`src/design/sipow_pkg.sv`:
```
// ============================================================================
// sipow_pkg
// Shared types and constants for the checked signed 64-bit integer power.
// ============================================================================
package sipow_pkg;

    localparam int unsigned WORD_W = 64;
    localparam int unsigned HALF_W = WORD_W / 2;
    localparam int unsigned PROD_W = 2 * WORD_W;

    // status codes of a result word
    localparam logic [1:0] STATUS_OK      = 2'd0;
    localparam logic [1:0] STATUS_NEG_EXP = 2'd1;
    localparam logic [1:0] STATUS_OVF     = 2'd2;

    // magnitude of the most negative 64-bit value
    localparam logic [WORD_W-1:0] MIN_MAG = {1'b1, {(WORD_W-1){1'b0}}};

    // multiplier sequencing: four partial products, then the last one accumulated and one finishing step
    localparam logic [2:0] MUL_STEP_LAST_PP = 3'd3;
    localparam logic [2:0] MUL_STEP_FINISH  = 3'd5;

    // partial product weight codes, in units of HALF_W bits
    localparam logic [1:0] PP_SH_0 = 2'd0;
    localparam logic [1:0] PP_SH_1 = 2'd1;
    localparam logic [1:0] PP_SH_2 = 2'd2;

    typedef enum logic [2:0] {
        ST_IDLE,
        ST_BIT,
        ST_SHIFT,
        ST_MUL,
        ST_OUT
    } state_t;

    typedef enum logic {
        DEST_ACC,
        DEST_SQ
    } dest_t;

    // two's complement magnitude, exact for the most negative value
    function automatic logic [WORD_W-1:0] mag_of(input logic [WORD_W-1:0] x);
        mag_of = x[WORD_W-1] ? (~x + WORD_W'(1)) : x;
    endfunction

endpackage

```
`src/design/signed_int_power_overflow_check.sv`:
```
// ============================================================================
// signed_int_power_overflow_check
// Signed 64-bit base raised to a signed 64-bit exponent by right-to-left
// square-and-multiply, every multiply checked for signed 64-bit overflow.
// ============================================================================
// Sequencing: a negative exponent goes straight to the output state; otherwise
//   the exponent is scanned bit by bit, and each checked multiply uses one
//   32x32 multiplier, four partial products and a finishing check.
//   Overflow ends the word early.
// Throughput: one word at a time; s_ready is high only while idle.
// Reset: aresetn synchronous, active low; returns to idle with no word held.
module signed_int_power_overflow_check
    import sipow_pkg::*;
(
    input  logic                     aclk,
    input  logic                     aresetn,
    input  logic                     s_valid,
    output logic                     s_ready,
    input  logic signed [WORD_W-1:0] s_base,
    input  logic signed [WORD_W-1:0] s_exponent,
    output logic                     m_valid,
    input  logic                     m_ready,
    output logic signed [WORD_W-1:0] m_power_value,
    output logic [1:0]               m_status
);

    state_t state_reg, state_next;

    logic [WORD_W-1:0]   acc_reg;
    logic [WORD_W-1:0]   sq_reg;
    logic [WORD_W-2:0]   e_reg;
    logic [2:0]          step_reg;
    dest_t               dest_reg;
    logic                neg_reg;
    logic [WORD_W-1:0]   mag_a_reg;
    logic [WORD_W-1:0]   mag_b_reg;
    logic [WORD_W-1:0]   pp_reg;
    logic [1:0]          pp_sh_reg;
    logic [PROD_W-1:0]   prod_reg;
    logic [WORD_W-1:0]   power_value_reg;
    logic [1:0]          status_reg;

    logic [HALF_W-1:0]   a_part;
    logic [HALF_W-1:0]   b_part;
    logic [WORD_W-1:0]   pp_prod;
    logic [1:0]          pp_sh_next;
    logic [PROD_W-1:0]   pp_shifted;
    logic [WORD_W-1:0]   op_x;
    logic                prod_hi_zero;
    logic                prod_fits;
    logic [WORD_W-1:0]   mul_result;
    logic                mul_done;

    // partial product operand select: step bit 1 picks a half, bit 0 b half
    assign a_part  = step_reg[1] ? mag_a_reg[WORD_W-1:HALF_W] : mag_a_reg[HALF_W-1:0];
    assign b_part  = step_reg[0] ? mag_b_reg[WORD_W-1:HALF_W] : mag_b_reg[HALF_W-1:0];
    assign pp_prod = a_part * b_part;

    // weight of the partial product issued this step
    always_comb begin
        unique case (step_reg[1:0])
            2'd0:    pp_sh_next = PP_SH_0;
            2'd3:    pp_sh_next = PP_SH_2;
            default: pp_sh_next = PP_SH_1;
        endcase
    end

    // align the registered partial product
    always_comb begin
        unique case (pp_sh_reg)
            PP_SH_0: pp_shifted = {{WORD_W{1'b0}}, pp_reg};
            PP_SH_1: pp_shifted = {{HALF_W{1'b0}}, pp_reg, {HALF_W{1'b0}}};
            PP_SH_2: pp_shifted = {pp_reg, {WORD_W{1'b0}}};
            default: pp_shifted = '0;
        endcase
    end

    // overflow check and signed result of the finished magnitude product
    assign prod_hi_zero = (prod_reg[PROD_W-1:WORD_W] == '0);
    assign prod_fits    = (prod_hi_zero && !prod_reg[WORD_W-1])
                       || (neg_reg && prod_hi_zero && prod_reg[WORD_W-1:0] == MIN_MAG);
    assign mul_result   = neg_reg ? (~prod_reg[WORD_W-1:0] + WORD_W'(1))
                                  : prod_reg[WORD_W-1:0];
    assign mul_done     = (state_reg == ST_MUL) && (step_reg == MUL_STEP_FINISH);

    // first multiply operand: running result on a set bit, square otherwise
    assign op_x = (state_reg == ST_BIT) ? acc_reg : sq_reg;

    // next state
    always_comb begin
        state_next = state_reg;
        unique case (state_reg)
            ST_IDLE: begin
                if (s_valid) begin
                    state_next = s_exponent[WORD_W-1] ? ST_OUT : ST_BIT;
                end
            end
            ST_BIT: begin
                if (e_reg == '0) begin
                    state_next = ST_OUT;
                end else if (e_reg[0]) begin
                    state_next = ST_MUL;
                end else begin
                    state_next = ST_SHIFT;
                end
            end
            ST_SHIFT: begin
                state_next = (e_reg[WORD_W-2:1] == '0) ? ST_OUT : ST_MUL;
            end
            ST_MUL: begin
                if (step_reg == MUL_STEP_FINISH) begin
                    if (!prod_fits) begin
                        state_next = ST_OUT;
                    end else if (dest_reg == DEST_ACC) begin
                        state_next = ST_SHIFT;
                    end else begin
                        state_next = ST_BIT;
                    end
                end
            end
            ST_OUT: begin
                if (m_ready) begin
                    state_next = ST_IDLE;
                end
            end
            default: state_next = ST_IDLE;
        endcase
    end

    // handshake outputs
    always_comb begin
        s_ready = (state_reg == ST_IDLE);
        m_valid = (state_reg == ST_OUT);
    end

    assign m_power_value = power_value_reg;
    assign m_status      = status_reg;

    // control state
    always_ff @(posedge aclk) begin
        if (!aresetn) begin
            state_reg <= ST_IDLE;
            step_reg  <= '0;
        end else begin
            state_reg <= state_next;
            if (state_reg == ST_MUL && step_reg != MUL_STEP_FINISH) begin
                step_reg <= step_reg + 3'd1;
            end else begin
                step_reg <= '0;
            end
        end
    end

    // datapath
    always_ff @(posedge aclk) begin
        unique case (state_reg)
            ST_IDLE: begin
                acc_reg <= WORD_W'(1);
                sq_reg  <= s_base;
                e_reg   <= s_exponent[WORD_W-2:0];
                if (s_exponent[WORD_W-1]) begin
                    power_value_reg <= '0;
                    status_reg      <= STATUS_NEG_EXP;
                end
            end
            ST_BIT, ST_SHIFT: begin
                // load operands for the next checked multiply
                mag_a_reg <= mag_of(op_x);
                mag_b_reg <= mag_of(sq_reg);
                neg_reg   <= op_x[WORD_W-1] ^ sq_reg[WORD_W-1];
                dest_reg  <= (state_reg == ST_BIT) ? DEST_ACC : DEST_SQ;
                if (state_reg == ST_SHIFT) begin
                    e_reg <= e_reg >> 1;
                end
                if ((state_reg == ST_BIT && e_reg == '0)
                    || (state_reg == ST_SHIFT && e_reg[WORD_W-2:1] == '0)) begin
                    power_value_reg <= acc_reg;
                    status_reg      <= STATUS_OK;
                end
            end
            ST_MUL: begin
                // issue partial products, accumulate the previous one
                if (step_reg <= MUL_STEP_LAST_PP) begin
                    pp_reg    <= pp_prod;
                    pp_sh_reg <= pp_sh_next;
                end
                if (step_reg == '0) begin
                    prod_reg <= '0;
                end else if (!mul_done) begin
                    prod_reg <= prod_reg + pp_shifted;
                end
                if (mul_done) begin
                    if (!prod_fits) begin
                        power_value_reg <= '0;
                        status_reg      <= STATUS_OVF;
                    end else if (dest_reg == DEST_ACC) begin
                        acc_reg <= mul_result;
                    end else begin
                        sq_reg <= mul_result;
                    end
                end
            end
            ST_OUT: begin
            end
            default: begin
            end
        endcase
    end

    // checks
    a_no_overlap: assert property (@(posedge aclk) disable iff (!aresetn)
        !(s_ready && m_valid))
        else $error("input and output sides active together");

    a_ovf_zero: assert property (@(posedge aclk) disable iff (!aresetn)
        (m_valid && m_status == STATUS_OVF) |-> (m_power_value == '0))
        else $error("overflow word carries a nonzero value");

    a_status_code: assert property (@(posedge aclk) disable iff (!aresetn)
        m_valid |-> (m_status == STATUS_OK || m_status == STATUS_NEG_EXP
                     || m_status == STATUS_OVF))
        else $error("undefined status code");

    a_step_range: assert property (@(posedge aclk) disable iff (!aresetn)
        (state_reg == ST_MUL) |-> (step_reg <= MUL_STEP_FINISH))
        else $error("multiply step counter out of range");

    a_neg_exp_fast: assert property (@(posedge aclk) disable iff (!aresetn)
        (s_valid && s_ready && s_exponent[WORD_W-1])
            |=> (m_valid && m_status == STATUS_NEG_EXP))
        else $error("negative exponent not flagged on the next cycle");

endmodule
```
`config.mk`:
```
export PLATFORM = sky130hd
export DESIGN_NAME = signed_int_power_overflow_check
export DESIGN_NICKNAME = d
export VERILOG_FILES = /design/src/design/sipow_pkg.sv /design/src/design/signed_int_power_overflow_check.sv
export SDC_FILE = /design/constraint.sdc
export NUM_CORES = 2
export LEC_CHECK = 0
export BUFFER_PORTS_ARGS = -buffer_cell sky130_fd_sc_hd__buf_2
export CORE_MARGIN = 5
export CORE_UTILIZATION = 35
export CTS_CLUSTER_DIAMETER = 60
export DETAILED_ROUTE_END_ITERATION = 12
export SYNTH_ARGS = -nofsm -noshare
export SYNTH_HDL_FRONTEND = slang
export SYNTH_SLANG_ARGS = --single-unit
```
`constraint.sdc`:
```
create_clock -name aclk -period 18.9 [get_ports aclk]
set_input_delay 1.89 -clock aclk [delete_from_list [all_inputs] [get_ports aclk]]
set_output_delay 1.89 -clock aclk [all_outputs]
set_load 0.05 [all_outputs]
```
Word level (Yosys, flattened, before mapping) --
Index checks and enable logic that the tools add are counted. W data, S select, Z words.
Operators by class: bitwise gates (word level) 4, add/subtract/negate cells 5, multiply operators 1, reduce and logical (&&, ||, !) cells 29, eq/ne operators 22, muxes and demuxes 40, magnitude comparators 1
Operators by type and width (count):
- $mux W64 | 12
- $pmux W128 S3 | 1
- $pmux W64 S2 | 2
- $add A64 B1 Y64 const B | 3
- $not A64 Y64 | 3
- $pmux W64 S3 | 1
- $mux W63 | 3
- $add A128 B128 Y128 | 1
- $mux W128 | 1
- $pmux W63 S2 | 1
- $eq A64 B64 Y1 const B | 1
- $logic_not A64 Y1 | 1
- $mul A32 B32 Y64 | 1
- $mux W32 | 2
- $logic_not A63 Y1 | 1
- $logic_not A62 Y1 | 1
- $mux W3 | 7
- $ne A2 B2 Y1 const B | 8
- $pmux W3 S5 | 1
- $mux W2 | 5
- $ne A2 B1 Y1 const B | 4
- $reduce_and A2 Y1 | 4
- $reduce_and A4 Y1 | 2
- $logic_and A1 B1 Y1 | 7
- other kinds (21) | 29
Storage, ports and cells: logic and storage cells 118, output and inout port bits 68, bits in registers 587, input port bits 132

Logic depth before layout (Yosys ltp) --
depth after elaboration 7, gate-level depth with buffers 32, mapped depth without buffers 27

Worst setup path after synthesis --
OpenSTA, ideal clock, no wires.
path kind register to register, from reg step_reg[1], to reg acc_reg[0] (enable), cell stages (with the launch flop) 9, period minus slack after synthesis 17.023 ns, library setup time 1.740 ns, buffers on the path 4, path slack 1.877 ns, arrival 15.283 ns, required time 17.160 ns, cells stage by stage dfxtp_1 -> clkbuf_1 -> clkbuf_1 -> clkbuf_1 -> buf_1 -> inv_1 -> ha_1 -> a21oi_1 -> a211oi_1
Between the ends: longest elaborated chain between the ends 4
Ends and longest elaborated chain:
- start, declared | line signed_int_power_overflow_check.sv:32 | logic [2:0] step_reg;
- start signal, assigned | line signed_int_power_overflow_check.sv:147 | step_reg <= step_reg + 3'd1;
- $eq A3 B3 Y1 | line signed_int_power_overflow_check.sv:84 | assign mul_done = (state_reg == ST_MUL) && (step_reg == MUL_STEP_FINISH);
- $logic_and A1 B1 Y1 | line signed_int_power_overflow_check.sv:84
- $ne A2 B2 Y1 (no source line)
- $reduce_and A4 Y1 (no source line)
- end signal, assigned | line signed_int_power_overflow_check.sv:197 | acc_reg <= mul_result;
- end, declared | line signed_int_power_overflow_check.sv:29 | logic [WORD_W-1:0] acc_reg;
No other way between the ends. A chain may end at the register's enable or synchronous reset.

Final worst setup path --
from reg step_reg[0], to reg pp_reg[63], data pin
Between the ends: longest elaborated chain between the ends 2
Ends and longest elaborated chain:
- $mux W32 | line signed_int_power_overflow_check.sv:56 | assign b_part = step_reg[0] ? mag_b_reg[WORD_W-1:HALF_W] : mag_b_reg[HALF_W-1:0];
- $mul A32 B32 Y64 | line signed_int_power_overflow_check.sv:57 | assign pp_prod = a_part * b_part;
- net pp_prod[63] | line signed_int_power_overflow_check.sv:45 | logic [WORD_W-1:0] pp_prod;
- end signal, assigned | line signed_int_power_overflow_check.sv:184 | pp_reg <= pp_prod;
- end, declared | line signed_int_power_overflow_check.sv:37 | logic [WORD_W-1:0] pp_reg;
The timed path passes the listed nets, and every way through them passes these cells.

==> metrics.txt <==
result of the run=completed; sequential area share after synthesis=0.255; Synth area leader=sky130_fd_sc_hd__fa_1; post-synthesis cell type count=84; postcts setup bufs=0; Overflow after GRT=0; CTS root buffer=sky130_fd_sc_hd__clkbuf_16; Clock Skews=0.0352 ns; Die Area=206,000 µm²; number of warning messages in the yosys log=0; CTS Buffer Depth=3; routed wirelength normalized by instance count=26.1 µm; CTS sink count=587; Clk Latency, worst-skew pair=0.68 ns; minimum period implied by the final worst setup slack=10.91 ns; antenna violations before repair=28; worst hold path startpoint=acc_reg[11]; I/O pin count=200; footprint of the flip-flops and latches=17,600 µm²; relative slew slack=0.132; global-route wire length before repair=384,000 µm; antenna violation net count after detailed routing=0; pin count of the biggest net entering global routing=93; reg2reg setup slack=7.99 ns; unrepaired setup endpoints after global routing=false; fill count=19.7k; cell types with the largest area share after synthesis=sky130_fd_sc_hd__fa_1, sky130_fd_sc_hd__edfxtp_1, sky130_fd_sc_hd__ha_1; number of enable-type register cells in the synthesized netlist=581; cell count of the worst reg-to-reg path=26; HPWL after detailed placement=210,000 µm; DRC marker count from the first detailed-route iteration=5,809; clock tree from TritonCTS=yes; number of instances resized during post-cts repair=0; launch point of the worst reg-to-reg path=step_reg[0]; share of final-layout standard cells stronger than drive strength 1=0.0889; leading cell types by count after synthesis=sky130_fd_sc_hd__nor2_1, sky130_fd_sc_hd__inv_1, sky130_fd_sc_hd__fa_1; via count of the first global-routing pass=56.7k; quantity of hold-fixing buffers added after cts=0; terminating pin of the worst hold path=m_power_value[11]; Worst Path Arrival=11.33 ns; via count of the routed design=55.8k; DRC=0; netlist area before placement=69,000 µm²; Final period util=0.577; number of instances in the synthesized netlist=7,286; element type at the critical path end=flip-flop; Overall Global Routing Usage=0.252; cell depth of the worst min-delay path=1; H-tree levels=3; required time worst endpoint=19.31 ns; peak clock frequency supported by timing=91.6 MHz; max FFs per register=128; count leader, synth=sky130_fd_sc_hd__nor2_1; std cell rows=163; transition time at the pin with the least slew margin=1.29 ns; area inside the core boundary=197,000 µm²; Net count, final=8,721; crit path max fanout=46; Avg Cell Area, Syn=9.47 µm²; global placement routability congestion=0.980; Setup crit start kind=flip-flop; starting density of the core=0.351; worst r2r dst=pp_reg[63]; Syn-to-layout area delta=9.86%; Final Hold Vio Count=0; Critical Path Slowest Stage Cell=sky130_fd_sc_hd__mux2i_4; Synth Flop Type=sky130_fd_sc_hd__edfxtp_1; setup_tns=0 ns; routed wire length=261,000 µm; post-synthesis sequential element count=587; Final Max Slew Viols=0; most common cell type on the critical path=sky130_fd_sc_hd__fa_1; kind of path behind the tightest hold check=reg -> reg; crit path kind=reg -> reg; max capacitance violation total=0; area share of the largest cell type after synthesis=0.260; Mapped Nets=8,712; number of optimization iterations in the first detailed-route pass=5; clock buffers created by TritonCTS=76; Vias per Instance=5.58; area used by multi-input combinational logic=46,900 µm²; Worst-path clk slew=0.06 ns; width of the die=454 µm; count of input and output buffers=199; biggest cell delay along the critical path=1.09 ns; die height=454 µm; Synth async-reset ratio=0; number of endpoints failing setup at the final stage=0
[kinds of logic (layout without fill, tap and decap cells)]
logic type	count (synthesis)	after routing	synth area share
xor gates and xnor gates	351	351	0.0446
and+or+nand+nor	2417	2417	0.156
muxes	292	292	0.0447
DFF	587	587	0.255
other	0	12	0
AOI/OAI and AO/OA	1042	1042	0.0971
buffers and inverters	1303	1373	0.0711
adders and majority gates	1294	1294	0.332
[layout by cell type, fill, tap and decap left out, types with 148 or more instances in the layout]
cell type | synthesis | routed
sky130_fd_sc_hd__nor2_1 | 1046 | 1044
sky130_fd_sc_hd__inv_1 | 932 | 932
sky130_fd_sc_hd__fa_1 | 897 | 897
sky130_fd_sc_hd__nand2_1 | 703 | 702
sky130_fd_sc_hd__edfxtp_1 | 581 | 581
sky130_fd_sc_hd__ha_1 | 397 | 397
sky130_fd_sc_hd__a21oi_1 | 303 | 300
sky130_fd_sc_hd__o21ai_0 | 205 | 205
sky130_fd_sc_hd__xnor2_1 | 203 | 203
sky130_fd_sc_hd__buf_2 | 5 | 199
sky130_fd_sc_hd__xor2_1 | 148 | 148
[metal layers]
layer / part of all wire / track usage / vias to the layer above
met5: 0.00018 / 0 / -
met4: 0.056 / 0.117 / 6
met3: 0.076 / 0.0336 / 528
met2: 0.45 / 0.397 / 2579
met1: 0.42 / 0.344 / 28600
li1: - / - / 24200
[area by class of cell]
class | instances | area share
multi-input combinational | 5396 | 0.619
antenna | 12 | 0.000396
clock buffer | 92 | 0.0262
inverter | 933 | 0.0462
clock inverter | 47 | 0.00964
sequential | 587 | 0.232
timing repair buffer | 301 | 0.0234
tap | 2640 | 0.0436
[critical path: cells and delay by family (launching register included)]
family	cells	cell delay (ns)
DFF	1	0.54
AOI/OAI and AO/OA	7	3.05
muxes	1	1.09
adders and majority gates	9	4.38
buffers and inverters	5	0.94
xor gates and xnor gates	1	0.08
and+or+nand+nor	3	0.45
[per-stage QoR]
stage | worst slack (ns) | cell area (µm²) | hold slack [ns] | utilization | cells
after floorplan | 1.88 | 69000 | 0.522 | - | 7286
after global placement | 8.20 | 73000 | 0.551 | 0.372 | 9857
after CTS | 8.13 | 75800 | 0.574 | 0.385 | 9996
final | 7.99 | 75800 | 0.573 | 0.385 | 10000
after global routing | 7.60 | 75800 | 0.588 | 0.385 | 10000
after detailed placement | 8.17 | 73000 | 0.559 | 0.372 | 9857
[how the worst max path moves through the flow]
stage / from / to / cells after the start
after floorplan: step_reg[1] / acc_reg[0] / 8
after global placement: step_reg[0] / pp_reg[63] / 26
after detailed placement: step_reg[0] / pp_reg[63] / 26
after CTS: step_reg[0] / pp_reg[63] / 26
after global routing: step_reg[0] / pp_reg[63] / 24
final: step_reg[0] / pp_reg[63] / 26
Power is not shown: default switching activity piles up to over one toggle a cycle in this logic, so the estimate is an artifact.
